==> src/rtl/core/mi4_fifo.sv <==
// mi4_fifo: small synchronous queue with full/empty flags.
// Standalone; DEPTH must be a power of two.
module mi4_fifo #(
   parameter int WIDTH = 8,
   parameter int DEPTH = 2
) (
   input  logic             clock,
   input  logic             reset,
   input  logic             push,
   output logic             full,
   input  logic [WIDTH-1:0] wdata,
   input  logic             pop,
   output logic             empty,
   output logic [WIDTH-1:0] rdata
);
   localparam int AW = (DEPTH > 1) ? $clog2(DEPTH) : 1;

   logic [WIDTH-1:0] mem [DEPTH];
   logic [AW-1:0]    wptr_ff, wptr_in;
   logic [AW-1:0]    rptr_ff, rptr_in;
   logic [AW:0]      cnt_ff, cnt_in;
   logic             do_push;
   logic             do_pop;

   assign full    = (cnt_ff == (AW+1)'(DEPTH));
   assign empty   = (cnt_ff == '0);
   assign do_push = push & ~full;
   assign do_pop  = pop & ~empty;
   assign rdata   = mem[rptr_ff];

   always_comb begin
      wptr_in = do_push ? wptr_ff + 1'b1 : wptr_ff;
      rptr_in = do_pop ? rptr_ff + 1'b1 : rptr_ff;
      cnt_in  = cnt_ff + (AW+1)'(do_push) - (AW+1)'(do_pop);
   end

   always_ff @(posedge clock) begin
      if (reset) begin
         wptr_ff <= '0;
         rptr_ff <= '0;
         cnt_ff  <= '0;
      end else begin
         wptr_ff <= wptr_in;
         rptr_ff <= rptr_in;
         cnt_ff  <= cnt_in;
      end
   end

   always_ff @(posedge clock) begin
      if (do_push) begin
         mem[wptr_ff] <= wdata;
      end
   end
endmodule

==> config.mk <==
export PLATFORM = sky130hd
export DESIGN_NAME = mi4_fifo
export DESIGN_NICKNAME = d
export VERILOG_FILES = /design/src/rtl/core/mi4_fifo.sv
export SDC_FILE = /design/constraint.sdc
export NUM_CORES = 1
export LEC_CHECK = 0
export ABC_AREA = 1
export BUFFER_PORTS_ARGS = -buffer_cell sky130_fd_sc_hd__buf_4
export CORE_UTILIZATION = 50
export DETAILED_ROUTE_END_ITERATION = 12
export PLACE_DENSITY = 0.76
export SKIP_CTS_REPAIR_TIMING = 1
export SLEW_MARGIN = 20
export SYNTH_ARGS = -nofsm -noshare
export SYNTH_HDL_FRONTEND = slang
export SYNTH_SLANG_ARGS = --single-unit
==> constraint.sdc <==
create_clock -name clock -period 2.72 [get_ports clock]
set_input_delay 0.408 -clock clock [delete_from_list [all_inputs] [get_ports clock]]
set_output_delay 0.408 -clock clock [all_outputs]
set_load 0.03 [all_outputs]
**Yosys cells after proc, flatten, opt, wreduce, memory -nomap -nowiden**

Memory sizes are Yosys's and may differ from the RTL's. A register that Yosys moved wholly into a read port is not among the register bits.
Cells that the tools add are included.

- $add $sub $neg: 4
- Equal/unequal tests: 1
- Multiplexer cells: 4
- Bitwise logic cells: 4
- Reduce and logical (&&, ||, !) cells: 1

Operators by type and width:

| kind | count |
|---|---|
| 1-bit 2-to-1 mux | 4 |
| 1-bit adder, second input constant | 2 |
| 2-bit by 1-bit adder with 2-bit output | 1 |
| 1-bit bitwise AND | 2 |
| 2-bit == test, second input constant | 1 |
| 2-bit zero test | 1 |
| 1-bit NOT | 2 |
| 2-bit by 1-bit subtractor with 2-bit output | 1 |

- Bits in registers: 4
- RAM bits: 16
- Logic and storage cells: 18
- Memories kept: 1

Memories:

| memory | words | width | rd ports | clocked after Yosys merged registers in | write ports | RTL line | text |
|---|---|---|---|---|---|---|---|
| mem | 2 | 8 | 1 | 1 | 1 | 18 | `logic [WIDTH-1:0] mem [DEPTH];` |

**Longest topological paths before layout**

- Depth in word-level cells: 5
- Gate-level depth with buffers: 11
- Mapped depth without buffers: 11

**Worst setup path after synthesis**

No wires, ideal clock.

- Path kind: register to register
- Start: register cnt_ff[1]
- End: register cnt_ff[1]
- Library setup time: 0.115 ns
- Arrival time: 1.458 ns
- Data required time: 2.605 ns
- Path slack: 1.147 ns
- Stages on the path, launching flop included: 10
- Cell sequence: dfxtp_1 -> nor2_2 -> nor2_2 -> ha_1 -> inv_1 -> ha_1 -> inv_1 -> nand2_1 -> a21oi_1 -> nor2_1

- Elaborated cells on any way between the ends: 8
- Classes of those cells: 2 x add/sub; 1 x eq/ne; 4 x bitwise; 1 x reduce/logical

RTL lines:

| item | RTL line | text |
|---|---|---|
| from (decl) | 21 | `logic [AW:0] cnt_ff, cnt_in;` |
| from (signal assigned) | 45 | `cnt_ff <= cnt_in;` |
| 2-bit zero test | 26 | `assign empty = (cnt_ff == '0);` |
| net empty | 13 | `output logic empty,` |
| 1-bit NOT | 28 | `assign do_pop = pop & ~empty;` |
| 1-bit bitwise AND | 28 |  |
| net do_pop | 23 | `logic do_pop;` |
| 2-bit by 1-bit subtractor with 2-bit output | 34 | `cnt_in = cnt_ff + (AW+1)'(do_push) - (AW+1)'(do_pop);` |

The timed path passes the listed nets, and every way through them passes these cells.
A chain may end at the register's enable or synchronous reset.

==> results.cfg <==
[run_status]
outcome = finished, violations left
violations = DRC

[worst_hold_path]
hp-class = input port to flip-flop

[cells_and_area]
final_util_pct = 68.1
syn_to_final_growth_pct = 22.3
fin_cells = 104
drive_gt1_share_pct = 39.8
layout.nets = 103
fillers = 115
diodes = 0

[grt]
gr-total-overflow = 0
grt_util_met3_pct = 3.33
grt_util_met1_pct = 18.4
grt_pass1_vias = 491
antenna_found_initial = 0
grt-busiest-layer = met2
grt_max_degree = 13
use_met2_pct = 24.8
grt_pass1_wl_um = 2020
track_usage_pct = 15.2

[timing]
fmax_mhz = 536
setup_ws_ns = 0.854
fin_crit_sh_pct = 68.6
setup_violations = 0
tightestPinTransition_ns = 0.673
period_needed_ns = 1.87
hold_violations = 0
rsz0062_at_grt = false
finalSetupTns_ns = 0
slew_violations = 0
skew_ns = 0.00579
whs_ns = 0.250
relSlewSlack_pct = 55.0

[synthesis]
avgSynthCellArea_um2 = 13.6
synth_fa_ha_area_share_pct = 2.88
syn_nets = 78
synthMuxAreaShare_pct = 13.8
seq_area_frac_synth_pct = 66.9
ys_seq_elements = 21
synth_xor_area_share_pct = 0
yosys_warnings = 0
synth_top_family_by_area = multiplexers
syn_area_um2 = 868
synthCells = 64
ys_types = 11
synth-simple-area-share_pct = 9.65
synth-compound-area-share_pct = 1.15

[floorplanning]
floorplan.rows = 14
start_util_pct = 55.7
ios = 22
chipHeight_um = 43.7
core-area_um2 = 1560
dieArea_um2 = 1910
die_w_um = 43.7

[worst_setup_path]
crit_arrival_ns = 1.46
crit_type = flip-flop to primary output
reg2reg_slack_ns = 1.16
crit_fanout = 8
end_kind = primary output
cp_data_required_time_ns = 2.31
startpoint_type = flip-flop

[power]
p_leak_nw = 0.480
irDropWorstVdd_v = 0.000567
power_density_nw_per_um2 = 962

[clock_network]
h-tree-depth = 1
clk_latency_ns = 0.30
cts_root_buffer = clkbuf_4
numCtsBuffers = 3
cts_tree = built
path_clk_slew_ns = 0.11
cts_sinks = 21
cts_buffer_depth = 2

[place]
place_ws_ns = 1.15
place_congestion = 0.844
dp.cells = 100
io_buffers = 21
hpwl_um = 939

[detailed_routing]
drt_wl_total_um = 1220
vias = 527
dr.pass1.iters = 8
drt_iter0_drc = 8
viasPerCell = 5.07
drc = 3
detail-route-antenna-nets = 0
routedWlPerCell_um = 11.7

[run]
maxCapViolCount = 0
-- area by class of cell --
class / instances / area, um2 / share of cell area [%]
clock inverters: 1 / 5.00 / 0.471
repair buffers: 21 / 158 / 14.8
multi-input cells: 32 / 239 / 22.5
clock buffers: 3 / 22.5 / 2.12
well taps: 16 / 20.0 / 1.88
inverters: 10 / 37.5 / 3.53
flip-flops and latches: 21 / 581 / 54.7
-- metrics by stage --
step           power, mW  instance area [um2]
2_1_floorplan      0.765                  868
3_3_place_gp       0.873                 1030
3_5_place_dp       0.885                 1030
4_1_cts             1.03                 1060
5_1_grt             1.09                 1060
6_report            1.02                 1060
-- cell usage in the layout, fill, tap and decap left out, drive strengths merged --
master,n
nand3,3
a21oi,2
edfxtp,16
nand2,8
buf,21
clkinv,1
clkbuf,3
ha,2
inv,10
dfxtp,5
mux2,8
nor2,9
-- flip-flops by register name (all words and copies together) (netlist names), named ones only --
name	flops
cnt_ff	2
rptr_ff	1
mem	16
wptr_ff	1
-- worst paths after layout --
check | start | endpoint | cells after the start
max | flip-flop | rdata[2] | 2
min | reset | cnt_ff[0] | 2
max reg2reg | cnt_ff[0] | cnt_ff[1] | 10
min reg2reg | rptr_ff | flip-flop | 2
-- per-layer routing --
metal,up-vias,routed length [um]
li1,262,-
met4,0,24
met5,-,0
met2,18,604
met1,245,509
met3,2,83
-- report_power, final --
group          internal, mW  switching, mW  total (mW)
Sequential            0.413         0.0438       0.456
Clock                0.0549         0.0933       0.148
Combinational         0.181          0.236       0.417
-- critical path: stages (launching register included) --
cell and delay (ns):
dfxtp_1 0.64, mux2_4 0.35, buf_4 0.17
-- cell families after synthesis --
kind of cell	after synthesis
and+or+nand+nor	20
muxes	8
buffers and inverters	11
adders and majority gates	2
AOI/OAI and AO/OA	2
DFF	21
-- cell usage after synthesis (all sizes together) --
| cell type | instances | share of area, % |
|---|---|---|
| edfxtp | 16 | 55 |
| inv | 10 | 4.3 |
| nor2 | 9 | 4.5 |
| mux2 | 8 | 14 |
| nand2 | 8 | 3.5 |
| dfxtp | 5 | 12 |
| nand3 | 3 | 1.7 |
| a21oi | 2 | 1.2 |
| ha | 2 | 2.9 |
| buf | 1 | 1.3 |
(Power assumes the default switching activity.)
