**config.mk**
```make
export PLATFORM = sky130hd
export DESIGN_NAME = mi4_div
export DESIGN_NICKNAME = d
export VERILOG_FILES = /design/src/rtl/core/mi4_div.sv
export SDC_FILE = /design/constraint.sdc
export NUM_CORES = 1
export LEC_CHECK = 0
export BUFFER_PORTS_ARGS = -buffer_cell sky130_fd_sc_hd__buf_4
export CORE_ASPECT_RATIO = 2
export CORE_UTILIZATION = 55
export DETAILED_ROUTE_END_ITERATION = 8
export PLACE_DENSITY = 0.85
export SLEW_MARGIN = 20
export SYNTH_ARGS = -nofsm -noshare
export SYNTH_HDL_FRONTEND = slang
export SYNTH_SLANG_ARGS = --single-unit
```
**constraint.sdc**
```tcl
create_clock -name clock -period 22.3 [get_ports clock]
set_clock_uncertainty 0.15 [all_clocks]
set_input_delay 2.23 -clock clock [delete_from_list [all_inputs] [get_ports clock]]
set_output_delay 2.23 -clock clock [all_outputs]
set_load 0.005 [all_outputs]
```
**src/rtl/core/mi4_div.sv**
```systemverilog
// mi4_div: restoring divider, one quotient bit per cycle, with saturation.
// Computes trunc(num * 2^(2*FRAC_BITS) / den) clipped to DATA_WIDTH signed bits.
module mi4_div #(
   parameter  int DATA_WIDTH = 32,
   parameter  int FRAC_BITS  = 16,
   localparam int W          = 4*DATA_WIDTH + 2
) (
   input  logic                  clock,
   input  logic                  reset,
   input  logic                  start,
   input  logic [W-1:0]          num,
   input  logic [W-1:0]          den,
   output logic                  done,
   output logic [DATA_WIDTH-1:0] quot
);
   localparam int DW = DATA_WIDTH;
   localparam int NW = W + 2*FRAC_BITS;
   localparam int XW = NW + DW;
   localparam int CW = $clog2(DW + 1);
   localparam logic [DW-1:0] QMAX = {1'b0, {(DW-1){1'b1}}};
   localparam logic [DW-1:0] QMIN = {1'b1, {(DW-1){1'b0}}};

   logic          busy_ff, busy_in;
   logic          done_ff, done_in;
   logic [CW-1:0] cnt_ff, cnt_in;
   logic [W-1:0]  rem_ff, rem_in;
   logic [W-1:0]  den_ff, den_in;
   logic [DW-1:0] nlo_ff, nlo_in;
   logic [DW-1:0] q_ff, q_in;
   logic          neg_ff, neg_in;
   logic [DW-1:0] quot_ff, quot_in;

   logic [W-1:0]  nabs;
   logic [W-1:0]  dabs;
   logic [NW-1:0] nfull;
   logic [XW-1:0] nx;
   logic [XW-1:0] dx;
   logic          ovf;
   logic          neg;
   logic [W-1:0]  trial;
   logic          ge;

   assign done = done_ff;
   assign quot = quot_ff;

   always_comb begin
      nabs  = num[W-1] ? (~num + 1'b1) : num;
      dabs  = den[W-1] ? (~den + 1'b1) : den;
      nfull = {nabs, {(2*FRAC_BITS){1'b0}}};
      nx    = XW'(nfull);
      dx    = XW'(dabs) << DW;
      ovf   = (nx >= dx);
      neg   = num[W-1] ^ den[W-1];
      trial = {rem_ff[W-2:0], nlo_ff[DW-1]};
      ge    = (trial >= den_ff);

      busy_in = busy_ff;
      done_in = 1'b0;
      cnt_in  = cnt_ff;
      rem_in  = rem_ff;
      den_in  = den_ff;
      nlo_in  = nlo_ff;
      q_in    = q_ff;
      neg_in  = neg_ff;
      quot_in = quot_ff;

      if (start) begin
         neg_in = neg;
         den_in = dabs;
         nlo_in = nfull[DW-1:0];
         rem_in = W'(nx >> DW);
         q_in   = '0;
         if (ovf) begin
            done_in = 1'b1;
            quot_in = neg ? QMIN : QMAX;
         end else begin
            busy_in = 1'b1;
            cnt_in  = CW'(DW);
         end
      end else if (busy_ff) begin
         if (cnt_ff != '0) begin
            rem_in = ge ? trial - den_ff : trial;
            q_in   = {q_ff[DW-2:0], ge};
            nlo_in = nlo_ff << 1;
            cnt_in = cnt_ff - 1'b1;
         end else begin
            busy_in = 1'b0;
            done_in = 1'b1;
            if (!neg_ff) begin
               quot_in = q_ff[DW-1] ? QMAX : q_ff;
            end else begin
               quot_in = q_ff[DW-1] ? QMIN : (~q_ff + 1'b1);
            end
         end
      end
   end

   always_ff @(posedge clock) begin
      if (reset) begin
         busy_ff <= 1'b0;
         done_ff <= 1'b0;
         cnt_ff  <= '0;
      end else begin
         busy_ff <= busy_in;
         done_ff <= done_in;
         cnt_ff  <= cnt_in;
      end
   end

   always_ff @(posedge clock) begin
      rem_ff  <= rem_in;
      den_ff  <= den_in;
      nlo_ff  <= nlo_in;
      q_ff    <= q_in;
      neg_ff  <= neg_in;
      quot_ff <= quot_in;
   end
endmodule

```
After elaboration in Yosys (flattened, before gate mapping)
Cells that the tools add are included.
{"block": "totals", "out_inout_bits": 33, "wordCells": 55, "regBits": 332, "inputBits": 263}
{"block": "classes", "n_reduce_logical": 7, "n_bitwise": 4, "n_lt_le_gt_ge": 2, "n_addsub": 5, "muxes": 26, "n_eq_ne": 3}
{"operator": "2-to-1 mux 129 bit", "n": 4}
{"operator": "adder 130 x 1 -> 130 bit (second input constant)", "n": 2}
{"operator": "2-to-1 mux 130 bit", "n": 2}
{"operator": "inverter 130 bit", "n": 2}
{"operator": "2-to-1 mux 32 bit", "n": 7}
{"operator": ">= comparator 162 bit", "n": 1}
{"operator": ">= comparator 130 bit", "n": 1}
{"operator": "subtractor 129 bit", "n": 1}
{"operator": "adder 32 x 1 -> 32 bit (second input constant)", "n": 1}
{"operator": "inverter 32 bit", "n": 1}
{"operator": "2-to-1 mux 31 bit", "n": 1}
{"operator": "2-to-1 mux 6 bit", "n": 4}
{"operator": "2-to-1 mux 1 bit", "n": 8}
{"operator": "AND reduction 3 bit", "n": 2}
{"operator": "nonzero test 6 bit", "n": 1}
{"operator": "subtractor 6 x 1 -> 6 bit (second input constant)", "n": 1}
{"operator": "inequality test 2 bit (second input constant)", "n": 2}
{"operator": "AND reduction 2 bit", "n": 2}
{"operator": "nonzero test 2 bit", "n": 2}
{"operator": "inequality test 2 x 1 -> 1 bit (second input constant)", "n": 1}
{"operator": "XOR 1 bit", "n": 1}

Depth between registers and ports, before layout
{"block": "logic_depth", "ltp_word": 7, "mapped_depth": 24, "depth_no_buf": 23}

Least setup slack after synthesis
No wires, ideal clock.
{"block": "synth_timing", "path_type": "input to register", "startpoint": "input port num[55]", "endpoint": "register quot_ff[0] (netlist: quot[0]), enable pin", "slack_ns": 13.594, "n_path_buf": 2, "cell_stages": 22, "arrival_ns": 8.078, "required_time_ns": 21.672, "setup_time_ns": 0.478, "path_cell_list": "or4_4 > or4_1 > or4_4 > or4_4 > or2_1 > or4_4 > buf_6 > nand2b_4 > buf_6 > o31ai_2 > xnor2_1 > ha_1 > a21o_1 > a21o_1 > a21o_1 > a21o_1 > a21o_1 > a21oi_1 > nor2b_1 > o31a_1 > nor2_1 > nand2_1"}
{"block": "synth_via", "elab_chain_len": 6}
{"item": "start, declared", "line_no": "11", "source": "input logic [W-1:0] num,"}
{"item": "inverter 130 bit", "line_no": "47", "source": "nabs = num[W-1] ? (~num + 1'b1) : num;"}
{"item": "adder 130 x 1 -> 130 bit", "line_no": "47"}
{"item": "2-to-1 mux 130 bit (*)", "line_no": "47"}
{"item": ">= comparator 162 bit (*)", "line_no": "52", "source": "ovf = (nx >= dx);"}
{"item": "inequality test 2 x 1 -> 1 bit (no source line) (*)"}
{"item": "AND reduction 3 bit (no source line) (*)"}
{"item": "end signal, assigned", "line_no": "116", "source": "quot_ff <= quot_in;"}
{"item": "end, declared", "line_no": "31", "source": "logic [DW-1:0] quot_ff, quot_in;"}
Every way passes the cells marked *; elsewhere a longest branch is shown, timed or not.
A chain may end at the register's enable or synchronous reset.

Worst setup path in the final report
{"block": "layout_timing", "startpoint": "input port num[39]", "endpoint": "register quot_ff[2] (netlist: quot[2]), enable pin"}
The elaborated chain is that of the path after synthesis.

==> run metrics <==
run status=finished, final reports clean; final setup fails=0; CP Data Arrival Time=9620 ps; Syn Nets=4481; fillers=5141; initial antenna violation count=23; largest net degree at the start of global routing=76; asr flop ratio synth=0%; Min Hold Slack=336.3 ps; 1st-iter DRT viols=2894; full die area=59200 µm²; Num CTS Buffers=34; Fmax achieved=roughly 100 MHz; Layout Utilization=62.87%; Tmin final=9569 ps; WP buf/inv=1; post-synthesis mux area share=less than 1%; share of layout cells above drive strength 1=10.84%; CP dominant cell by count=nand4_1; Slowest cell on crit path=or4_1; DRC errors left=0; Core Area=57250 µm²; root buf cell=clkbuf_16; CP Capture Type=register; hpwl dp=110000 µm; Cell Rows=124; Synth Area in Adders=10.43%; die width=172.5 µm; max-slew violations=0; slowest stage delay, CP=about 640 ps; antenna-violating nets left=0; count of different cell masters after synthesis=between 80 and 90; CTS max path bufs=3; relative slew slack=14.16%; EDFF count, synth=roughly 290; vias in the first global route=32660; die height=343.1 µm; Top FF cell, synth=edfxtp_1; Final Cycle Share=roughly 43%; switching pwr=about 1.4 mW; Initial Util=55.89%; maxcap violations=0; nets=4674; synthesized area per cell=8.096 µm²; Post-CTS Resized=0; post-synth top area cell=edfxtp_1; Mapped Area=31990 µm²; Simple-Gate Fraction of Synth Area=18.12%; Vias/cell=~6.6; routability congestion estimate=1.081; Post-Synth XOR/XNOR Area=10.95%; top cell type's share of synthesized area=27.41%; IO Pins=296; critical path class=in -> reg; GR Util All Layers=about 45%; Worst-Margin Slew=1271 ps; cell family with most CP delay=simple AND/OR/NAND/NOR gates; dominant cells by area after synthesis=edfxtp_1 (27%), ha_1 (10%), xnor2_1 (6.8%), a21oi_1 (5.7%), o21ai_0 (5.1%); Vias=32580; Clock transition at path regs=70 ps; worst hold path type=reg -> reg; Worst Path Required=22350 ps; Pwr Density=~85 nW/µm²; wire per inst=27.44 µm; static leakage=about 15 nW; final-report hold violation count=0; grt ovf=0; Area Growth Syn to Fin=12.50%; Internal=1.686 mW; Worst setup SP type=primary input; post-synthesis compound-gate area fraction=24.21%; Clock Latency Late Sink=570 ps; global-route wire length before repair=199100 µm; largest family of logic cells by synthesized area=compound AO/OA/AOI/OAI gates; sequential cell area fraction in the yosys report=~30%; Clock Power Share=19.4%; H-tree Lvls=2; Logic pwr share=52.6%; Syn Inst Count=3952; Max Fanout on Critical Path=32; First-pass DRT Iterations=6; I/O Buffers=295; worst path cell trace=buf_4 > or4_1 > nor4_1 > nand4_1 > nor3_1 > nand2_1 > o31ai_1 > xnor2_1 > ha_1 > nand4_1 > nor2_1 > nand4_1 > a21boi_0 > o21ai_0 > a31oi_1 > o311ai_0 > a31oi_1 > nor2_1 > nand2_2; CTS tree=yes; final setup TNS=0 ps; Setup Buffers After CTS=0; clk sinks=roughly 330; yosys warns=0; Synth Register Bits=roughly 330; Switching Fraction=44.96%; Seq pwr share=about 28%; RSZ-0062 raised after global routing=no; peak supply drop=0.04788 mV; Post-Route WL=135700 µm; Post-CTS Hold Buffers=0
==> layer usage <==
metal | track usage [%] | vias to the layer above | wire [µm]
li1 | - | 14780 | -
met1 | 42.11 | 15100 | 41740
met2 | 78.44 | 1965 | 65020
met3 | 11.98 | 722 | 12470
met4 | 47.67 | 6 | 16470
met5 | 0.4808 | - | 45
==> kinds of logic (layout without fill, tap and decap cells) <==
logic type      Yosys count  count (layout)
compound gates         1234            1234
xor+xnor                400             400
fa+ha+maj               266             266
buf+inv                 511             728
flops                   332             332
mux                      10              10
other cells               0              22
simple gates           1199            1199
==> sequential cells by signal, summed over array words and instances (netlist names) <==
name     count
den_ff     130
done         1
busy_ff      1
quot        32
cnt_ff       6
rem_ff     129
neg_ff       1
q_ff        32
==> synth_stat cells (all sizes together) (14+ instances only) <==
cell / n
o21bai: 53
buf: 15
nor3: 87
a21oi: 362
and2: 14
ha: 265
inv: 333
or4: 49
nor2: 307
a22o: 30
o211ai: 30
clkbuf: 161
or2: 29
o41ai: 45
a211oi: 21
nand4: 115
a21boi: 14
nand2b: 23
o21ai: 332
nor4: 26
nand2: 374
o21a: 46
edfxtp: 292
nand3: 45
xor2: 152
dfxtp: 40
o31ai: 90
a21o: 93
or3: 66
a31oi: 36
nor2b: 19
xnor2: 248
and3: 15
==> power by group through the flow <==
stage               clock network [mW]  logic [mW]  registers (mW)
finish                           0.595        1.61           0.856
global route                     0.611        1.73           0.863
CTS                              0.593        1.56           0.854
detailed placement                   0        1.54           0.865
global placement                     0        1.53           0.863
floorplan                            0        1.03           0.850
==> worst paths after layout <==
path,from,end,slack (ps),depth (start not counted)
setup / recovery,num[39],quot[2],12730,19
hold / removal,cnt_ff[5],cnt_ff[5],340,1
setup reg to reg,rem_ff[28],rem_ff[100],15990,14
hold reg to reg,cnt_ff[5],cnt_ff[5],340,1
==> area by class of cell <==
class | instances | area, µm² | area share [%]
diodes | 22 | 55.05 | 0.1530
repair buffers | 333 | 2506 | 6.963
clock buffers | 44 | 932.1 | 2.590
inverters | 335 | 1265 | 3.514
flip-flops and latches | 332 | 9569 | 26.59
clock inverters | 16 | 155.1 | 0.4310
multi-input cells | 3109 | 20560 | 57.13
well taps | 756 | 945.9 | 2.628
==> placed cells by master (no fill, tap or decap), types with 19 or more instances in the layout <==
cell | netlist | routed
or2_2 | 27 | 27
nand2_1 | 374 | 373
o31ai_1 | 83 | 81
xnor2_1 | 248 | 245
clkbuf_16 | 0 | 36
o21bai_1 | 53 | 53
nor3_1 | 87 | 87
or4_1 | 43 | 43
o41ai_1 | 45 | 44
o211ai_1 | 30 | 30
nor2b_1 | 19 | 19
xor2_1 | 152 | 152
a211oi_1 | 21 | 21
diode_2 | 0 | 22
o21ai_0 | 328 | 327
ha_1 | 265 | 265
nand3_1 | 45 | 45
a21oi_1 | 362 | 361
dfxtp_1 | 40 | 40
inv_1 | 333 | 332
nor4_1 | 26 | 25
nand2b_1 | 22 | 22
o21a_1 | 46 | 46
nor2_1 | 307 | 306
a31oi_1 | 36 | 36
or3_1 | 65 | 65
a21o_1 | 93 | 93
nand4_1 | 115 | 115
edfxtp_1 | 292 | 292
buf_4 | 0 | 332
a22o_1 | 30 | 30
==> stage by stage <==
stage | power (mW) | cells | worst slack [ps] | instance area (µm²)
CTS | 3.003 | 4925 | 12670 | 35900
detailed placement | 2.410 | 4865 | 12140 | 34810
finish | 3.064 | 4947 | 12730 | 35990
floorplan | 1.880 | 3952 | 13590 | 31990
global route | 3.205 | 4941 | 12510 | 35980
global placement | 2.395 | 4865 | 12170 | 34800
==> worst reg2reg max path: stages (launching register included) <==
cell,delay [ps]
edfxtp_1,410
ha_1,450
nand4_1,300
or3_1,450
or3_1,340
or4_1,680
a21oi_1,210
buf_4,230
o21ai_1,290
o31ai_4,290
buf_4,560
buf_4,790
nor2_1,510
a22oi_1,230
o21ai_0,130
(Power assumes the default switching activity.)
