[src/rtl/core/mi4_front.sv]
// mi4_front: accepts matrix elements into a two-bank element memory.
// Hands a finished bank to the back end through the bank queue; no package use.
module mi4_front #(
   parameter int DATA_WIDTH = 32
) (
   input  logic                  clock,
   input  logic                  reset,
   input  logic                  req_push,
   output logic                  req_full,
   input  logic [DATA_WIDTH-1:0] req_element,
   input  logic                  bank_full,
   output logic                  bank_push,
   output logic                  bank_id,
   input  logic [4:0]            rd_addr,
   output logic [DATA_WIDTH-1:0] rd_data
);
   logic [DATA_WIDTH-1:0] mem [32];
   logic [3:0]            load_count_ff, load_count_in;
   logic                  wbank_ff, wbank_in;
   logic                  accept;
   logic [DATA_WIDTH-1:0] rd_data_ff;

   // both banks owned by the back end: hold off
   assign req_full  = bank_full;
   assign accept    = req_push & ~bank_full;
   assign bank_push = accept & (load_count_ff == 4'd15);
   assign bank_id   = wbank_ff;
   assign rd_data   = rd_data_ff;

   always_comb begin
      load_count_in = accept ? load_count_ff + 4'd1 : load_count_ff;
      wbank_in      = bank_push ? ~wbank_ff : wbank_ff;
   end

   always_ff @(posedge clock) begin
      if (reset) begin
         load_count_ff <= '0;
         wbank_ff      <= 1'b0;
      end else begin
         load_count_ff <= load_count_in;
         wbank_ff      <= wbank_in;
      end
   end

   always_ff @(posedge clock) begin
      if (accept) begin
         mem[{wbank_ff, load_count_ff}] <= req_element;
      end
      rd_data_ff <= mem[rd_addr];
   end
endmodule

[config.mk]
export PLATFORM = sky130hd
export DESIGN_NAME = mi4_front
export DESIGN_NICKNAME = d
export VERILOG_FILES = /design/src/rtl/core/mi4_front.sv
export SDC_FILE = /design/constraint.sdc
export NUM_CORES = 1
export LEC_CHECK = 0
export ABC_CLOCK_PERIOD_IN_PS = 7750
export BUFFER_PORTS_ARGS = -buffer_cell sky130_fd_sc_hd__clkbuf_2
export CORE_UTILIZATION = 25
export CTS_BUF_LIST = sky130_fd_sc_hd__clkbuf_4
export DETAILED_ROUTE_END_ITERATION = 12
export PLACE_DENSITY = 0.46
export SLEW_MARGIN = 5
export SYNTH_ARGS = -nofsm -noshare
export SYNTH_HDL_FRONTEND = slang
export SYNTH_SLANG_ARGS = --single-unit
[constraint.sdc]
create_clock -name clock -period 7.75 [get_ports clock]
set_input_delay 0.3875 -clock clock [delete_from_list [all_inputs] [get_ports clock]]
set_output_delay 0.3875 -clock clock [all_outputs]
set_load 0.01 [all_outputs]
=== Yosys cells after proc, flatten, opt, wreduce, memory -nomap -nowiden ===
Memory sizes are Yosys's and may differ from the RTL's. A register that Yosys moved wholly into a read port is not among the register bits.
Cells that the tools add are included.

* Input bits: 41
* Logic and storage cells: 11
* Register bits after elaboration: 5
* RAM bits: 1024
* Memories kept: 1

* Bitwise gates (word level): 4
* Multiplexer cells: 2
* Add/sub/neg operators: 1
* Equality and inequality tests: 1

{| class="wikitable"
|+ Memories
! name !! words !! bits a word !! rd ports !! clocked after memory_dff !! write ports !! line !! RTL
|-
| mem || 32 || 32 || 1 || 1 || 1 || 17 || <nowiki>logic [DATA_WIDTH-1:0] mem [32];</nowiki>
|}

{| class="wikitable"
|+ Operators with widths
! operator !! number
|-
| $add A4 B1 Y4 const B || 1
|-
| $eq A4 B4 Y1 const B || 1
|-
| $and A1 B1 Y1 || 2
|-
| $mux W1 || 2
|-
| $not A1 Y1 || 2
|}

=== Longest topological paths before layout ===
Gate-level depths: netlist (run 1).

* Depth after elaboration: 4
* Mapped depth: 8

=== Worst setup path before layout (run 1) ===
Ideal clock, no wire load.

* Path kind: register -> register
* From: register wbank_ff, in the netlist bank_id
* To: memory mem[16][0] (enable)
* Stages on the path, launching flop included: 4
* Data required time: 7329 ps
* Data arrival time: 2502 ps
* Slack: 4826 ps
* Setup time: 421 ps
* Buffers on the path: 1
* Cell sequence: dfxtp_1 > clkbuf_1 > or3b_2 > nor2_1

{| class="wikitable"
|+ RTL lines
! item !! line !! RTL
|-
| start: declaration || 19 || <nowiki>logic wbank_ff, wbank_in;</nowiki>
|-
| start signal: assignment || 41 || <nowiki>wbank_ff <= wbank_in;</nowiki>
|-
| end: declaration || 17 ||
|}

Straight into the memory's write port.

=== Worst setup path after layout (run 1) ===
* From: register load_count_ff[0]
* To: output port bank_push

* Cells in the longest elaborated chain, start to end: 2

{| class="wikitable"
|+ RTL lines
! item !! line !! RTL
|-
| start: declaration || 18 || <nowiki>logic [3:0] load_count_ff, load_count_in;</nowiki>
|-
| start signal: assignment || 40 || <nowiki>load_count_ff <= load_count_in;</nowiki>
|-
| $eq A4 B4 Y1 || 26 || <nowiki>assign bank_push = accept & (load_count_ff == 4'd15);</nowiki>
|-
| $and A1 B1 Y1 || 26 ||
|-
| end: declaration || 12 || <nowiki>output logic bank_push,</nowiki>
|}

Every way passes these cells.

==> results of run 1 <==
## layout by cell type, fill, tap and decap left out, types with 33 or more instances in the layout
cell type	n
edfxtp_1	1024
mux2i_1	512
clkbuf_4	438
nand2_1	102
a21oi_1	97
nand3_1	97
a22oi_1	96
clkbuf_2	74
a22o_1	64
clkinv_1	53
dlygate4sd3_1	42
dfxtp_1	37
nor2_4	33
buf_4	33
## report_power, final
| group | leakage (nW) | switching (W) | internal, W |
|---|---|---|---|
| clock | 2.20 | 0.00227 | 0.00271 |
| combinational | 4.90 | 0.000399 | 0.000187 |
| sequential | 9.52 | 0.0000288 | 0.00632 |
| total | 16.6 | 0.00270 | 0.00922 |
## stage by stage
step | setup WS (ns) | cells | hold slack, ns | util
4_1_cts | 3.93 | 4987 | 0.0392 | 0.297
2_1_floorplan | 4.83 | 2290 | 0.460 | -
3_3_place_gp | 4.05 | 4434 | 0.571 | 0.271
5_1_grt | 3.93 | 4996 | 0.106 | 0.297
6_report | 4.15 | 4997 | 0.197 | 0.297
3_5_place_dp | 4.20 | 4438 | 0.592 | 0.272
## routing by layer
metal  vias up  wire length (um)  GRT usage
met4         2              1810     0.0415
met3       152              5440     0.0302
met5         -                17          0
met2       626             56200      0.230
met1     11400             51400      0.182
li1       9947                 -          -
## state kept, by name, summed over array words and instances, names as in the netlist
name           cells
mem             1024
rd_data           32
load_count_ff      4
bank_id            1
## worst reg2reg max path, stage by stage (launching register included)
cell and delay, ns:
dfxtp_1 0.43, ha_1 0.26, nand2_1 0.49, nor2_4 1.22
## final cells by class
type | instances | area [um2]
Antenna cell | 10 | 25.0
Clock buffer | 438 | 3290
Clock inverter | 69 | 372
Fill cell | 16100 | 113000
Inverter | 2 | 7.51
Multi-Input combinational cell | 1096 | 8730
Sequential cell | 1061 | 31500
Tap cell | 2160 | 2700
Timing Repair Buffer | 161 | 1280
## how the worst min path moves through the flow
| stage | cells past startpoint | startpoint | to | slack [ns] |
|---|---|---|---|---|
| floorplan | 1 | reset | bank_id$_SDFFE_PP0P_ | 0.46 |
| global placement | 2 | load_count_ff[0]$_SDFFE_PP0P_ | load_count_ff[0]$_SDFFE_PP0P_ | 0.57 |
| detailed placement | 4 | mem[9][12]$_DFFE_PP_ | rd_data[12]$_DFF_P_ | 0.59 |
| CTS | 6 | rd_addr[3] | rd_data[3]$_DFF_P_ | 0.04 |
| global route | 6 | rd_addr[3] | rd_data[3]$_DFF_P_ | 0.11 |
| finish | 6 | rd_addr[3] | rd_data[30]$_DFF_P_ | 0.20 |
## cells by family (layout without fill, tap and decap cells)
| family | Yosys count | after routing | synth area share |
|---|---|---|---|
| buffers and inverters | 133 | 670 | 0.0200 |
| AO/OA/AOI/OAI | 289 | 289 | 0.0483 |
| XOR/XNOR | 4 | 4 | 0.000860 |
| flip-flops | 1061 | 1061 | 0.773 |
| AND/OR/NAND/NOR | 287 | 287 | 0.0314 |
| multiplexers | 512 | 512 | 0.126 |
| other | 0 | 10 | 0 |
| adder cells (fa/ha/maj) | 4 | 4 | 0.00123 |
==> run metrics, run 1 <==
Post-synth EDFFs 1024; Syn-to-layout area delta 17.5%; Critical Path RT approximately 7.4 ns; Worst setup EP type output port; synth unique cells 29; Routability Congestion ~0.76; crit path max fanout 10; CP max stage cell nor2_1; r2r startpoint load_count_ff[0]$_SDFFE_PP0P_; post-synthesis register bit count ~1.1k; r2r setup slk slightly below 5 ns; Clk Latency, worst-skew pair 1.22 ns; # Max-Cap Violations 0; initial drt markers 1596; area of the core 161000 um2; initial antenna violation count 11; r2r endpoint mem[21][23]$_DFFE_PP_; slew at the pin closest to its max-slew limit 1.33 ns; Buf+Inv Stages, Crit Path 1; ys async rst share 0; Mapped Area a little over 40000 um2; CTS tree yes; share of the synthesized area in the top cell type 0.754; H-tree levels 5; setup violators final 0; Worst Reg-to-Reg Cells 3; Die Wd 406 um; Die H 406 um; overall power 0.0119 W; sequential share of the synthesized area 0.773; clock sink total 1061; ys flop type edfxtp_1; Hold Path Class in2reg; status finished, final reports clean; GR Overflow Total 0; Root Buffer Master clkbuf_4; Routed Wire Length 115000 um; Startpoint Class flop; Final min period 3.60 ns; critical path's top delay family simple AND/OR/NAND/NOR gates; unrepaired setup endpoints after global routing false; DRC Markers 0; Setup Skew between 0.1 and 0.15 ns; vias per cell approximately 4.4; Yosys warning count 0; crit path cell chain ha_1, nand2_1, nor2_1, clkbuf_2; arrival time worst endpoint ~3.2 ns; Pins Over Slew Limit 0; top post-synthesis cells by count edfxtp_1 (1024), mux2i_1 (512), nand2_1 (103), a21oi_1 (97), nand3_1 (97); setup_tns 0 ns; post-synth top area cell edfxtp_1; total CTS buffers 299; Rows 147; Worst-path clk slew 0.06 ns; CP endpoint bank_push; die area 165000 um2; dpl hpwl slightly above 60000 um; fraction of layout cells with a size suffix above 1 0.218; initial core utilization 0.253; Final ANT Viol Nets 0; finished layout cell area approximately 48000 um2; launch point of the critical path load_count_ff[0]$_SDFFE_PP0P_; syn avg cell area around 18 um2; Final #Nets 2666; first-pass GRT wire length 165000 um; leakage 16.6 nW; placed inst area 43800 um2; drt pass-1 iters 5; most frequent cell after synthesis edfxtp_1; power per cell area about 250 nW/um2; CP Class reg2out; WP depth 4; post-CTS setup buffers 0; vias in the first global route about 23k; period utilization 0.465; vias about 22k; Final Hold Vio Count 0; cell count after synthesis between 2k and 2.5k; Syn Nets 2335; Peak VDD IR 0.106 mV; routed len/inst roughly 23 um; Tot GR Track Use 0.139; IO Port Bufs 75; cts repair resizes 0; max incr delay on CP roughly 0.60 ns; worst relative slew slack 0.112; ranking of synthesized cells by area edfxtp_1 (75%), mux2i_1 (13%), dfxtp_1 (1.8%); maximum root-to-sink buffer count 4; io pins between 70 and 80; largest net degree at the start of global routing roughly 130; # hold bufs at CTS 42; fmax 277 MHz
(Power assumes the default switching activity.)
==> inputs of run 2 (changes only) <==
--- a/config.mk
+++ b/config.mk
@@ -5,7 +5,7 @@
 export SDC_FILE = /design/constraint.sdc
 export NUM_CORES = 1
 export LEC_CHECK = 0
-export ABC_CLOCK_PERIOD_IN_PS = 7750
+export ABC_CLOCK_PERIOD_IN_PS = 3800
 export BUFFER_PORTS_ARGS = -buffer_cell sky130_fd_sc_hd__clkbuf_2
 export CORE_UTILIZATION = 25
 export CTS_BUF_LIST = sky130_fd_sc_hd__clkbuf_4
==> constraint.sdc (replaced) <==
create_clock -name clock -period 3.8 [get_ports clock]
set_input_delay 0.19 -clock clock [delete_from_list [all_inputs] [get_ports clock]]
set_output_delay 0.19 -clock clock [all_outputs]
set_load 0.01 [all_outputs]
==> run 2 against run 1 <==
Clock skew is 0.046 ns lower. Sequential power up 100%. Setup slack lost 3.9 ns. Final cell count grew 1.3%. Register-to-register slack got worse by 3.6 ns. Wire length rose by 3.5%. Cell area grew 1.5%. Largest cell class unchanged.
==> run metrics, run 2 (synthesized netlist as in run 1, its figures left out) <==
routed len/inst 23.5 um (+2.2%); Startpoint Class input port; Int Power 0.0189 W (+110%); power per cell area 503 nW/um2 (+100%); Setup Skew 0.0569 ns (-0.0459 ns); Final Hold Vio Count 0 (unchanged); period utilization 0.928; post-CTS setup buffers 0 (unchanged); # Max-Cap Violations 0 (unchanged); Worst setup EP type output port; initial core utilization 0.253 (unchanged); Peak VDD IR 0.293 mV (+180%); # fillers 16.0k (-0.30%); CP endpoint bank_push; CP Class in2out; combinational power share 0.053 (+0.004); Routability Congestion 0.796 (+4.5%); setup_tns 0 ns (unchanged); cts repair resizes 0 (unchanged); vias in the first global route 23.7k (+2.0%); leakage 17.0 nW (+2.2%); GR Overflow Total 0 (unchanged); largest net degree at the start of global routing 59 (-54%); Root Buffer Master clkbuf_4; Final Util 0.302 (+0.00458); Hold Path Class in2reg; vias per cell 4.45 (+0.36%); status finished, final reports clean; Final #Nets 2736 (+2.6%); area of the core 161000 um2 (unchanged); crit path max fanout 8 (-2); DRC Markers 0 (unchanged); clock sink total 1061 (unchanged); Die H 406 um (unchanged); worst relative slew slack 0.234 (+0.122); Die Wd 406 um (unchanged); vias 22.5k (+1.6%); slew at the pin closest to its max-slew limit 1.15 ns (-0.180 ns); maximum root-to-sink buffer count 4 (unchanged); finished layout cell area 48600 um2 (+1.5%); Worst Reg-to-Reg Cells 5 (+2); Rows 147 (unchanged); Final ANT Viol Nets 0 (unchanged); IO Port Bufs 75 (unchanged); initial antenna violation count 8 (-3); die area 165000 um2 (unchanged); worst hold slack 0.166 ns (-0.0304 ns); Pins Over Slew Limit 0 (unchanged); Final min period 3.53 ns; H-tree levels 5 (unchanged); Syn-to-layout area delta 19.3%; dpl hpwl 67800 um (+11%); fmax 284 MHz; Critical Path RT 3.61 ns (-3.75 ns); r2r setup slk 1.29 ns (-3.58 ns); Worst Hold Launch req_push; Tot GR Track Use 0.144 (+0.00463); Reg power frac 0.529 (-0.004); commonest non-fill, non-tap cell in the layout edfxtp_1; io pins 76 (unchanged); setup violators final 0 (unchanged); most frequent cells in the layout edfxtp_1 (1024), mux2i_1 (512), clkbuf_4 (445), nand2_1 (102); Routed Wire Length 119000 um (+3.5%); launch point of the critical path bank_full; drt pass-1 iters 5 (unchanged); initial drt markers 1540 (-3.5%); number of flip-flops in the largest register 1024 (unchanged); r2r endpoint mem[1][13]$_DFFE_PP_; placed inst area 44400 um2 (+1.4%); total CTS buffers 307 (+2.7%); Clock Power Share 0.419 (about the same); first-pass GRT wire length 169000 um (+2.6%); arrival time worst endpoint 3.34 ns (+0.12 ns); Largest Register mem; Clk Latency, worst-skew pair 1.23 ns (about the same); unrepaired setup endpoints after global routing false; fraction of layout cells with a size suffix above 1 0.232 (+0.0140); Net Sw Frac 0.227 (+0.000251); Sw Pwr 0.00555 W (+110%); r2r startpoint load_count_ff[1]$_SDFFE_PP0P_; Worst-path clk slew 0.07 ns (about the same); CTS tree yes
[run 2: cell types whose count changed in the layout (fill, tap and decap cells not counted)]
cell | before | now
buf_16 | 1 | 0
inv_2 | 6 | 5
clkbuf_4 | 438 | 445
diode_2 | 10 | 7
buf_4 | 33 | 68
clkinv_1 | 53 | 56
dlygate4sd3_1 | 42 | 51
clkinv_2 | 6 | 2
buf_12 | 10 | 29
[run 2: cell type report]
class,count,area (um2),area share
Antenna cell,7,17.5,0.000360
Inverter,2,7.51,0.000154
Multi-Input combinational cell,1096,8730,0.180
Clock inverter,67,359,0.00738
Timing Repair Buffer,223,1990,0.0409
Tap cell,2160,2700,0.0556
Clock buffer,445,3340,0.0687
Sequential cell,1061,31500,0.647
[run 2: timing repair]
item,CTS,global route
endpoints found under the setup margin,0,0
hold endpoints to repair,1133,0
hold buffers,51,0
[run 2: worst max-delay path, cell delays in order]
cell and delay [ns]:
dlygate4sd3_1 0.53, clkbuf_2 0.11, dlygate4sd3_1 0.56, nor2b_1 0.61, nand2_1 0.47, buf_4 0.33, nor2_1 0.32, clkbuf_2 0.21
[run 2: how the worst min path moves through the flow]
stage	slack [ns]	cells after the start	endpoint
5_1_grt	0.18	5	load_count_ff[1]$_SDFFE_PP0P_
3_5_place_dp	0.50	2	bank_id$_SDFFE_PP0P_
3_3_place_gp	0.50	2	load_count_ff[0]$_SDFFE_PP0P_
4_1_cts	0.06	5	load_count_ff[1]$_SDFFE_PP0P_
2_1_floorplan	0.26	1	bank_id$_SDFFE_PP0P_
6_report	0.17	5	load_count_ff[1]$_SDFFE_PP0P_
[run 2: metrics by stage]
step,std cells,power [W],setup WS (ns)
2_1_floorplan,2290,0.0138,0.876
3_3_place_gp,4491,0.0144,0.673
3_5_place_dp,4491,0.0145,0.717
4_1_cts,5054,0.0248,0.114
5_1_grt,5059,0.0255,0.00796
6_report,5061,0.0245,0.274
[run 2: metal layers]
metal	vias to the layer above	GRT usage	part of all wire
li1	10100	-	-
met5	-	0	0.00011
met4	2	0.0526	0.021
met3	185	0.0264	0.048
met1	11600	0.188	0.45
met2	681	0.238	0.49
[run 2: power groups by stage]
stage / Combinational (W) / Clock (W) / Sequential [W]
finish: 0.00129 / 0.0102 / 0.0129
global route: 0.00138 / 0.0112 / 0.0129
CTS: 0.00131 / 0.0106 / 0.0129
detailed placement: 0.00126 / 0 / 0.0132
global placement: 0.00124 / 0 / 0.0132
floorplan: 0.000623 / 0 / 0.0132
