$ cat src/rtl/core/mi4_pkg.sv
// mi4_pkg: shared types, constants and the operation decoder of the 4x4 matrix inverse.
// Used by mi4_calc; no dependencies.
package mi4_pkg;

   typedef enum logic [1:0] {
      PH_EMIN,
      PH_COF,
      PH_DET
   } phase_type;

   typedef enum logic [3:0] {
      ST_IDLE,
      ST_RDX,
      ST_RDM,
      ST_LDM,
      ST_MUL,
      ST_DRD,
      ST_DST,
      ST_DWAIT,
      ST_PUSH
   } state_type;

   // wide scratch layout: 2x2 minors at 0..5, cofactors at T_BASE..T_BASE+15
   localparam logic [4:0] T_BASE    = 5'd6;
   localparam int         WIDE_DEPTH = 22;
   localparam logic [2:0] E_LAST    = 3'd5;
   localparam logic [2:0] T_LAST    = 3'd7;
   localparam logic [2:0] DET_LAST  = 3'd3;
   localparam logic [1:0] TERM_LAST = 2'd2;
   localparam logic [3:0] POS_LAST  = 4'd15;

   typedef struct packed {
      logic [3:0] m_idx;   // element that drives the multiplier, column-major
      logic       x_elem;  // multiplicand is an element, else a wide scratch value
      logic [4:0] x_idx;
      logic       sub;
      logic       first;   // clear the accumulator before this product
   } op_type;

   function automatic op_type op_decode(phase_type ph, logic set, logic [2:0] idx,
                                        logic [1:0] term);
      op_type     op;
      logic [1:0] ca;
      logic [1:0] cb;
      logic [1:0] p;
      logic [1:0] q;
      logic [1:0] row;
      logic [1:0] col;
      logic [2:0] ex;
      logic       neg;
      logic       sub2;
      op   = '0;
      ca   = 2'd0;
      cb   = 2'd1;
      col  = 2'd0;
      ex   = 3'd0;
      sub2 = 1'b0;
      p    = {~set, 1'b0};
      q    = {~set, 1'b1};
      row  = {set, ~idx[2]};
      neg  = idx[0] ^ idx[2];
      unique case (ph)
         PH_EMIN: begin
            unique case (idx)
               3'd0: begin ca = 2'd0; cb = 2'd1; end
               3'd1: begin ca = 2'd0; cb = 2'd2; end
               3'd2: begin ca = 2'd1; cb = 2'd2; end
               3'd3: begin ca = 2'd1; cb = 2'd3; end
               3'd4: begin ca = 2'd2; cb = 2'd3; end
               default: begin ca = 2'd3; cb = 2'd0; end
            endcase
            op.x_elem = 1'b1;
            if (term == 2'd0) begin
               op.m_idx = {ca, p};
               op.x_idx = {1'b0, cb, q};
               op.first = 1'b1;
            end else begin
               op.m_idx = {ca, q};
               op.x_idx = {1'b0, cb, p};
               op.sub   = 1'b1;
            end
         end
         PH_COF: begin
            unique case ({idx[1:0], term})
               4'b00_00: begin col = 2'd1; ex = 3'd4; end
               4'b00_01: begin col = 2'd2; ex = 3'd3; sub2 = 1'b1; end
               4'b00_10: begin col = 2'd3; ex = 3'd2; end
               4'b01_00: begin col = 2'd0; ex = 3'd4; end
               4'b01_01: begin col = 2'd2; ex = 3'd5; end
               4'b01_10: begin col = 2'd3; ex = 3'd1; end
               4'b10_00: begin col = 2'd0; ex = 3'd3; end
               4'b10_01: begin col = 2'd1; ex = 3'd5; end
               4'b10_10: begin col = 2'd3; ex = 3'd0; end
               4'b11_00: begin col = 2'd0; ex = 3'd2; end
               4'b11_01: begin col = 2'd1; ex = 3'd1; sub2 = 1'b1; end
               4'b11_10: begin col = 2'd2; ex = 3'd0; end
               default: begin col = 2'd0; ex = 3'd0; end
            endcase
            op.m_idx = {col, row};
            op.x_idx = {2'b00, ex};
            op.sub   = sub2 ^ neg;
            op.first = (term == 2'd0);
         end
         PH_DET: begin
            op.m_idx = {idx[1:0], 2'b00};
            op.x_idx = T_BASE + {3'b000, idx[1:0]};
            op.first = (idx == 3'd0);
         end
         default: op = '0;
      endcase
      return op;
   endfunction

endpackage

$ cat src/rtl/core/mi4_calc.sv
// mi4_calc: back end sequencer; exact minors, cofactors and determinant with one
// shift-add multiplier, then one division per result unless singular. Uses mi4_pkg.
module mi4_calc #(
   parameter  int DATA_WIDTH = 32,
   localparam int W          = 4*DATA_WIDTH + 2
) (
   input  logic                  clock,
   input  logic                  reset,
   input  logic                  bank_empty,
   input  logic                  bank_id,
   output logic                  bank_pop,
   output logic [4:0]            elem_rd_addr,
   input  logic [DATA_WIDTH-1:0] elem_rd_data,
   output logic                  div_start,
   output logic [W-1:0]          div_num,
   output logic [W-1:0]          div_den,
   input  logic                  div_done,
   input  logic [DATA_WIDTH-1:0] div_quot,
   input  logic                  out_full,
   output logic                  out_push,
   output logic [DATA_WIDTH+5:0] out_data
);
   localparam int DW = DATA_WIDTH;

   mi4_pkg::state_type state_ff, state_in;
   mi4_pkg::phase_type phase_ff, phase_in;
   logic          set_ff, set_in;
   logic [2:0]    idx_ff, idx_in;
   logic [1:0]    term_ff, term_in;
   logic [3:0]    k_ff, k_in;
   logic [W-1:0]  acc_ff, acc_in;
   logic [W-1:0]  mcand_ff, mcand_in;
   logic [DW-1:0] mplier_ff, mplier_in;
   logic          msub_ff, msub_in;
   logic [W-1:0]  det_ff, det_in;
   logic [DW-1:0] res_ff, res_in;

   logic [W-1:0]  wmem [mi4_pkg::WIDE_DEPTH];
   logic [W-1:0]  wrd_ff;
   logic [4:0]    wr_raddr;
   logic [4:0]    wr_waddr;
   logic          wr_we;

   mi4_pkg::op_type op;
   logic          sing;
   logic [DW-1:0] mag;

   assign op       = mi4_pkg::op_decode(phase_ff, set_ff, idx_ff, term_ff);
   assign sing     = (det_ff == '0);
   assign mag      = elem_rd_data[DW-1] ? (~elem_rd_data + 1'b1) : elem_rd_data;
   assign div_num  = wrd_ff;
   assign div_den  = det_ff;
   assign out_data = {res_ff, k_ff, sing, k_ff == mi4_pkg::POS_LAST};

   always_comb begin
      elem_rd_addr = {bank_id, (state_ff == mi4_pkg::ST_RDX) ? op.x_idx[3:0] : op.m_idx};
      wr_raddr     = (state_ff == mi4_pkg::ST_DRD) ? mi4_pkg::T_BASE + {1'b0, k_ff}
                                                    : op.x_idx;
   end

   always_comb begin
      state_in  = state_ff;
      phase_in  = phase_ff;
      set_in    = set_ff;
      idx_in    = idx_ff;
      term_in   = term_ff;
      k_in      = k_ff;
      acc_in    = acc_ff;
      mcand_in  = mcand_ff;
      mplier_in = mplier_ff;
      msub_in   = msub_ff;
      det_in    = det_ff;
      res_in    = res_ff;
      wr_we     = 1'b0;
      wr_waddr  = {2'b00, idx_ff};
      bank_pop  = 1'b0;
      div_start = 1'b0;
      out_push  = 1'b0;

      unique case (state_ff)
         mi4_pkg::ST_IDLE: begin
            if (!bank_empty) begin
               state_in = mi4_pkg::ST_RDX;
               phase_in = mi4_pkg::PH_EMIN;
               set_in   = 1'b0;
               idx_in   = '0;
               term_in  = '0;
            end
         end
         mi4_pkg::ST_RDX: state_in = mi4_pkg::ST_RDM;
         mi4_pkg::ST_RDM: begin
            mcand_in = op.x_elem ? {{(W-DW){elem_rd_data[DW-1]}}, elem_rd_data} : wrd_ff;
            state_in = mi4_pkg::ST_LDM;
         end
         mi4_pkg::ST_LDM: begin
            // magnitude drives the shifts, sign folds into add or subtract
            mplier_in = mag;
            msub_in   = op.sub ^ elem_rd_data[DW-1];
            if (op.first) begin
               acc_in = '0;
            end
            state_in = mi4_pkg::ST_MUL;
         end
         mi4_pkg::ST_MUL: begin
            if (mplier_ff != '0) begin
               if (mplier_ff[0]) begin
                  acc_in = acc_ff + (mcand_ff ^ {W{msub_ff}}) + W'(msub_ff);
               end
               mcand_in  = mcand_ff << 1;
               mplier_in = mplier_ff >> 1;
            end else begin
               state_in = mi4_pkg::ST_RDX;
               unique case (phase_ff)
                  mi4_pkg::PH_EMIN: begin
                     if (term_ff == 2'd0) begin
                        term_in = 2'd1;
                     end else begin
                        wr_we    = 1'b1;
                        wr_waddr = {2'b00, idx_ff};
                        term_in  = '0;
                        if (idx_ff == mi4_pkg::E_LAST) begin
                           phase_in = mi4_pkg::PH_COF;
                           idx_in   = '0;
                        end else begin
                           idx_in = idx_ff + 3'd1;
                        end
                     end
                  end
                  mi4_pkg::PH_COF: begin
                     if (term_ff != mi4_pkg::TERM_LAST) begin
                        term_in = term_ff + 2'd1;
                     end else begin
                        wr_we    = 1'b1;
                        wr_waddr = mi4_pkg::T_BASE + {1'b0, set_ff, idx_ff};
                        term_in  = '0;
                        if (idx_ff == mi4_pkg::T_LAST) begin
                           idx_in = '0;
                           if (set_ff) begin
                              state_in = mi4_pkg::ST_DRD;
                              k_in     = '0;
                           end else begin
                              phase_in = mi4_pkg::PH_DET;
                           end
                        end else begin
                           idx_in = idx_ff + 3'd1;
                        end
                     end
                  end
                  mi4_pkg::PH_DET: begin
                     if (idx_ff == mi4_pkg::DET_LAST) begin
                        det_in   = acc_ff;
                        phase_in = mi4_pkg::PH_EMIN;
                        set_in   = 1'b1;
                        idx_in   = '0;
                     end else begin
                        idx_in = idx_ff + 3'd1;
                     end
                  end
                  default: state_in = mi4_pkg::ST_IDLE;
               endcase
            end
         end
         mi4_pkg::ST_DRD: begin
            if (sing) begin
               res_in   = '0;
               state_in = mi4_pkg::ST_PUSH;
            end else begin
               state_in = mi4_pkg::ST_DST;
            end
         end
         mi4_pkg::ST_DST: begin
            div_start = 1'b1;
            state_in  = mi4_pkg::ST_DWAIT;
         end
         mi4_pkg::ST_DWAIT: begin
            if (div_done) begin
               res_in   = div_quot;
               state_in = mi4_pkg::ST_PUSH;
            end
         end
         mi4_pkg::ST_PUSH: begin
            if (!out_full) begin
               out_push = 1'b1;
               if (k_ff == mi4_pkg::POS_LAST) begin
                  bank_pop = 1'b1;
                  state_in = mi4_pkg::ST_IDLE;
               end else begin
                  k_in     = k_ff + 4'd1;
                  state_in = mi4_pkg::ST_DRD;
               end
            end
         end
         default: state_in = mi4_pkg::ST_IDLE;
      endcase
   end

   always_ff @(posedge clock) begin
      if (reset) begin
         state_ff <= mi4_pkg::ST_IDLE;
         phase_ff <= mi4_pkg::PH_EMIN;
         set_ff   <= 1'b0;
         idx_ff   <= '0;
         term_ff  <= '0;
         k_ff     <= '0;
      end else begin
         state_ff <= state_in;
         phase_ff <= phase_in;
         set_ff   <= set_in;
         idx_ff   <= idx_in;
         term_ff  <= term_in;
         k_ff     <= k_in;
      end
   end

   always_ff @(posedge clock) begin
      acc_ff    <= acc_in;
      mcand_ff  <= mcand_in;
      mplier_ff <= mplier_in;
      msub_ff   <= msub_in;
      det_ff    <= det_in;
      res_ff    <= res_in;
   end

   always_ff @(posedge clock) begin
      if (wr_we) begin
         wmem[wr_waddr] <= acc_ff;
      end
      wrd_ff <= wmem[wr_raddr];
   end
endmodule

$ cat config.mk
export PLATFORM = sky130hd
export DESIGN_NAME = mi4_calc
export DESIGN_NICKNAME = d
export VERILOG_FILES = /design/src/rtl/core/mi4_pkg.sv /design/src/rtl/core/mi4_calc.sv
export SDC_FILE = /design/constraint.sdc
export NUM_CORES = 2
export LEC_CHECK = 0
export BUFFER_PORTS_ARGS = -buffer_cell sky130_fd_sc_hd__buf_2
export CORE_ASPECT_RATIO = 1.5
export CORE_MARGIN = 2
export CORE_UTILIZATION = 35
export DETAILED_ROUTE_END_ITERATION = 8
export REMOVE_ABC_BUFFERS = 1
export SYNTH_ARGS = -nofsm -noshare
export SYNTH_HDL_FRONTEND = slang
export SYNTH_SLANG_ARGS = --single-unit
export TNS_END_PERCENT = 100
$ cat constraint.sdc
create_clock -name clock -period 13.6 [get_ports clock]
set_input_delay 1.36 -clock clock [delete_from_list [all_inputs] [get_ports clock]]
set_output_delay 1.36 -clock clock [all_outputs]
set_load 0.01 [all_outputs]
# Word-level counts from Yosys, hierarchy flattened
# Memories as Yosys holds them, arrays and structs flattened. A register that Yosys moved wholly into a read port is not among the register bits.
# Index checks and enable logic that the tools add are counted.
# word_totals
ff_bits,471
ram_bits,2860
in_bits,70
out_inout_bits,306
wordCells,213
memories,1
# mem_list
name,words,word_bits,read_ports,rd_ports_with_merged_regs,write_ports,line,rtl
wmem,22,130,1,1,1,mi4_calc.sv:38,logic [W-1:0] wmem [mi4_pkg::WIDE_DEPTH];
# classes
n_addsub,9
n_eq_ne,52
n_mux,94
n_bitwise,8
n_reduce_logical,37
# ops
operator,count
130-bit 2-to-1 mux,5
130-bit one-hot mux with 2 select lines,2
130-bit by 1-bit adder with 130-bit output,1
130-bit adder,1
130-bit logical NOT,1
130-bit bitwise XOR,1
32-bit 2-to-1 mux,4
32-bit one-hot mux with 2 select lines,2
4-bit 2-to-1 mux,13
4-bit one-hot mux with 9 select lines,1
3-bit 2-to-1 mux,11
32-bit by 1-bit adder with 32-bit output (second input constant),1
4-bit == test (second input constant),8
32-bit inverter,1
32-bit nonzero test,1
2-bit != test (second input constant),15
4-bit by 3-bit == test with 1-bit output (second input constant),7
5-bit 2-to-1 mux,5
2-bit one-hot mux with 3 select lines,4
4-bit one-hot mux with 3 select lines,2
1-bit 2-to-1 mux,23
2-bit OR reduction,11
2-bit 2-to-1 mux,10
3-bit != test (second input constant),6
36 further kinds,64

# Depth between registers and ports, before layout
# logic_depth
ltp_word,7
depth_mapped,18
depth_no_buf,12

# Worst setup path before layout
# Ideal clock, no wire load.
# synth_timing
path_kind,reg-to-reg
from,register state_ff[2]
to,"memory wmem[14][0] (netlist name), enable pin"
setup_ns,0.778
arrival_ns,10.886
slack_ns,1.936
path_stages_with_launch,10
synth_period_minus_slack_ns,11.664
cell_sequence,dfxtp_1 -> clkbuf_1 -> inv_1 -> nor4_1 -> and3_1 -> and2_1 -> clkbuf_1 -> nor2b_1 -> nand2_1 -> nor3_1
# synth_between
elab_chain_cells,4
elab_cells_between_ends,5
cone_classes,eq/ne (1); mux (4)
# synth_lines
item,line,rtl
from (decl),mi4_calc.sv:25,"mi4_pkg::state_type state_ff, state_in;"
from (signal assigned),mi4_calc.sv:199,state_ff <= mi4_pkg::ST_IDLE;
from (signal assigned),mi4_calc.sv:206,state_ff <= state_in;
4-bit by 3-bit == test with 1-bit output *,mi4_calc.sv:80,unique case (state_ff)
1-bit 2-to-1 mux,mi4_calc.sv:80,
1-bit 2-to-1 mux,mi4_calc.sv:225,if (wr_we) begin
1-bit 2-to-1 mux (implied by the code),mi4_calc.sv:226,wmem[wr_waddr] <= acc_ff;
to (decl),mi4_calc.sv:38,
# Every way passes the cells marked *; elsewhere a longest branch is shown, timed or not.

# Final worst setup path
# layout_timing
from,register msub_ff
to,register acc_ff[124] (data pin)
# layout_between
elab_chain_cells,6
# layout_lines
item,line,rtl
from (decl),mi4_calc.sv:34,"logic msub_ff, msub_in;"
from (signal assigned),mi4_calc.sv:219,msub_ff <= msub_in;
130-bit bitwise XOR,mi4_calc.sv:107,acc_in = acc_ff + (mcand_ff ^ {W{msub_ff}}) + W'(msub_ff);
130-bit adder,mi4_calc.sv:107,
130-bit by 1-bit adder with 130-bit output *,mi4_calc.sv:107,
130-bit 2-to-1 mux *,mi4_calc.sv:106,if (mplier_ff[0]) begin
130-bit 2-to-1 mux *,mi4_calc.sv:105,if (mplier_ff != '0) begin
130-bit one-hot mux with 2 select lines *,mi4_calc.sv:80,
to (signal assigned),mi4_calc.sv:216,acc_ff <= acc_in;
to (decl),mi4_calc.sv:31,"logic [W-1:0] acc_ff, acc_in;"
# Every way passes the cells marked *; elsewhere a longest branch is shown, timed or not. The select of a mux whose other input is x is not followed.
# A chain may end at the register's enable or synchronous reset.

==> results.ini <==
[status]
status=finished with violations
violations=max-capacitance violations

[synthesis]
synth_edf_count=3315
synth-main-ff-cell=edfxtp_1
synth_top_cell_by_area=edfxtp_1
yosys_warnings=0
ys_types=89
synth_area_leaders=edfxtp_1, nand2_1, nand3_1
syn_area_per_cell_um2=12.5
synth_top_cell_area_share_pct=68.9
synthCells=11600
syn-cell-area_um2=144000
ys_seq_elements=3461
ys_async_sr_fraction_pct=0
synth_seq_area_share_pct=71.0

[clock_network]
cts_buffer_depth=4
cts_buffers=322
clockRootBuffer=clkbuf_16
cts_resized=0
cts_tree=built
cts-hold-fix-buffers=0
clk_pin_slew_ps=70
worstSkewPairLatency_ps=940
cts_setup_buffers=0
cts_htree_levels=5
clock-sinks=3461

[worst_hold_path]
min_path_type=flop to flop

[placed_design]
dp_hpwl_um=272000
port_buffers=373
finalWeightedCongestion=0.960
placed_cell_area_um2=152000
pre_cts_slack_ps=7460

[layout]
nFillCells=38200
syn2layout_area_growth_pct=12.4
post-route-util_pct=39.5
drive_above_1_share_pct=9.03
final_cell_area_um2=162000
fin_nets=11900
layout_commonest_cell=edfxtp_1
final_cell_mix=edfxtp_1, nand2_1, nand3_1, a31oi_1, and3_1

[timing]
timing.slew.headroom_pct=0.867
hold_viol_final=0
period_minus_slack_ps=6230
fin_ws_ps=7370
rsz0062_at_grt=no
fin_skew_ps=90.0
worst_pin_slew_ps=1470
fin_crit_sh_pct=45.8
max_freq_mhz=161
setup_violations=0
slew_violations=0
fin_setup_tns_ps=0

[setup_path]
worstSetupPathType=flop to flop
arrival_ps=6850
cp_max_fo=54
endpoint_kind=flop
start_kind=flop
crit_required_ps=14230

[floorplanning]
pin_count=376
row_count=288
start_util_pct=35.2
die_y_um=791
fp.dieW_um=528
die_area_um2=418000
core_um2=410000

[power_and_ir_drop]
finalPower_mw=35.9
irDropWorstVdd_mv=0.202
powerDensity_nw_per_um2=221
leakage_nw=55.1

[global_route]
grt_use_total_pct=22.2
grt_max_degree=186
grt-ovfl-total=0
grt_busiest_layer=met2
grt_use_met3_pct=3.58
use_met1_pct=27.6
grt_first_pass_wirelength_um=677000
grt.met2_usage_pct=37.0
antenna_found_initial=43
grt_pass1_vias=93200

[routing]
drc=0
vias=98000
drt-vias-per-instance=5.67
dr.first_iter.drc_count=11000
routed_wirelength_um=481000
antenna_left=0
drtPass1Iterations=8
wl_per_cell_um=27.8

[job]
max_cap_violations=1

Yosys cell counts (all sizes together), types with 32 or more instances:
master	count
a211oi	32
a21o	60
a21oi	294
a221oi	79
a311oi	269
a31oi	475
and2	45
and3	425
buf	107
clkbuf	670
dfxtp	146
edfxtp	3315
ha	146
inv	63
mux2i	115
nand2	2974
nand2b	125
nand3	611
nand4	78
nor2	398
nor3	123
nor4	58
o21ai	358
o21bai	45
o22ai	74
xnor2	63
xor2	192
layer usage:
metal / wire length (µm) / vias to the layer above
li1: - / 42900
met1: 181000 / 49800
met2: 230000 / 4396
met3: 39100 / 925
met4: 29600 / 4
met5: 27 / -
logic make-up (layout without fill, tap and decap cells):
group | Yosys count | count (layout) | share of synthesized area [%]
AO/OA/AOI/OAI | 1818 | 1818 | 8.26
XOR/XNOR | 255 | 255 | 1.55
adder cells (fa/ha/maj) | 147 | 147 | 1.28
buffers and inverters | 840 | 1187 | 2.22
flip-flops | 3461 | 3461 | 71.0
multiplexers | 117 | 117 | 0.815
other | 0 | 17 | 0
AND/OR/NAND/NOR | 4924 | 4924 | 14.9
worst max-delay path: stages (launching register included):
cell and delay (ps):
edfxtp_1 330, buf_4 570, buf_4 850, xor2_1 220, fa_1 450, a21o_1 220
a221oi_1 420, and4bb_2 330, o31ai_1 450, o31a_1 450, o22ai_1 180, a21oi_1 790
o221ai_1 330, a21oi_1 210, nor3b_1 70
registers in the layout (all words and copies together), names as in the netlist, 3 cells and up:
register,count
acc_ff,130
div_den,130
div_num,130
idx_ff,3
k_ff,4
mcand_ff,130
mplier_ff,32
res_ff,32
state_ff,4
wmem,2860
per-stage QoR:
step                      hold WS (ps)  cells
final                              546  17300
after global routing               564  17300
after CTS                          547  17300
after detailed placement           537  16700
after global placement             526  16700
after floorplan                    487  10800
power by group:
group | total, mW | internal [mW] | switching [mW]
sequential | 14.6 | 13.1 | 1.47
clock | 8.95 | 4.90 | 4.04
combinational | 12.4 | 3.96 | 8.45
total | 35.9 | 22.0 | 14.0
path summary, 6_finish.rpt:
kind,start,to,slack [ps],depth (start not counted)
setup / recovery,msub_ff,acc_ff[124],7370,14
setup reg to reg,msub_ff,acc_ff[124],7370,14
hold reg to reg,phase_ff[1],phase_ff[1],550,2
hold / removal,phase_ff[1],phase_ff[1],550,2
final cells by class:
| class | count | area [µm²] | share of cell area, % |
|---|---|---|---|
| diodes | 17 | 42.5 | 0.0262 |
| clock buffers | 425 | 8710 | 5.37 |
| clock inverters | 157 | 1430 | 0.881 |
| inverters | 63 | 236 | 0.146 |
| multi-input cells | 7261 | 39200 | 24.1 |
| flip-flops and latches | 3461 | 102000 | 63.1 |
| well taps | 5365 | 6710 | 4.14 |
| repair buffers | 542 | 3560 | 2.19 |
No activity file was read; power rests on OpenSTA's default activity.
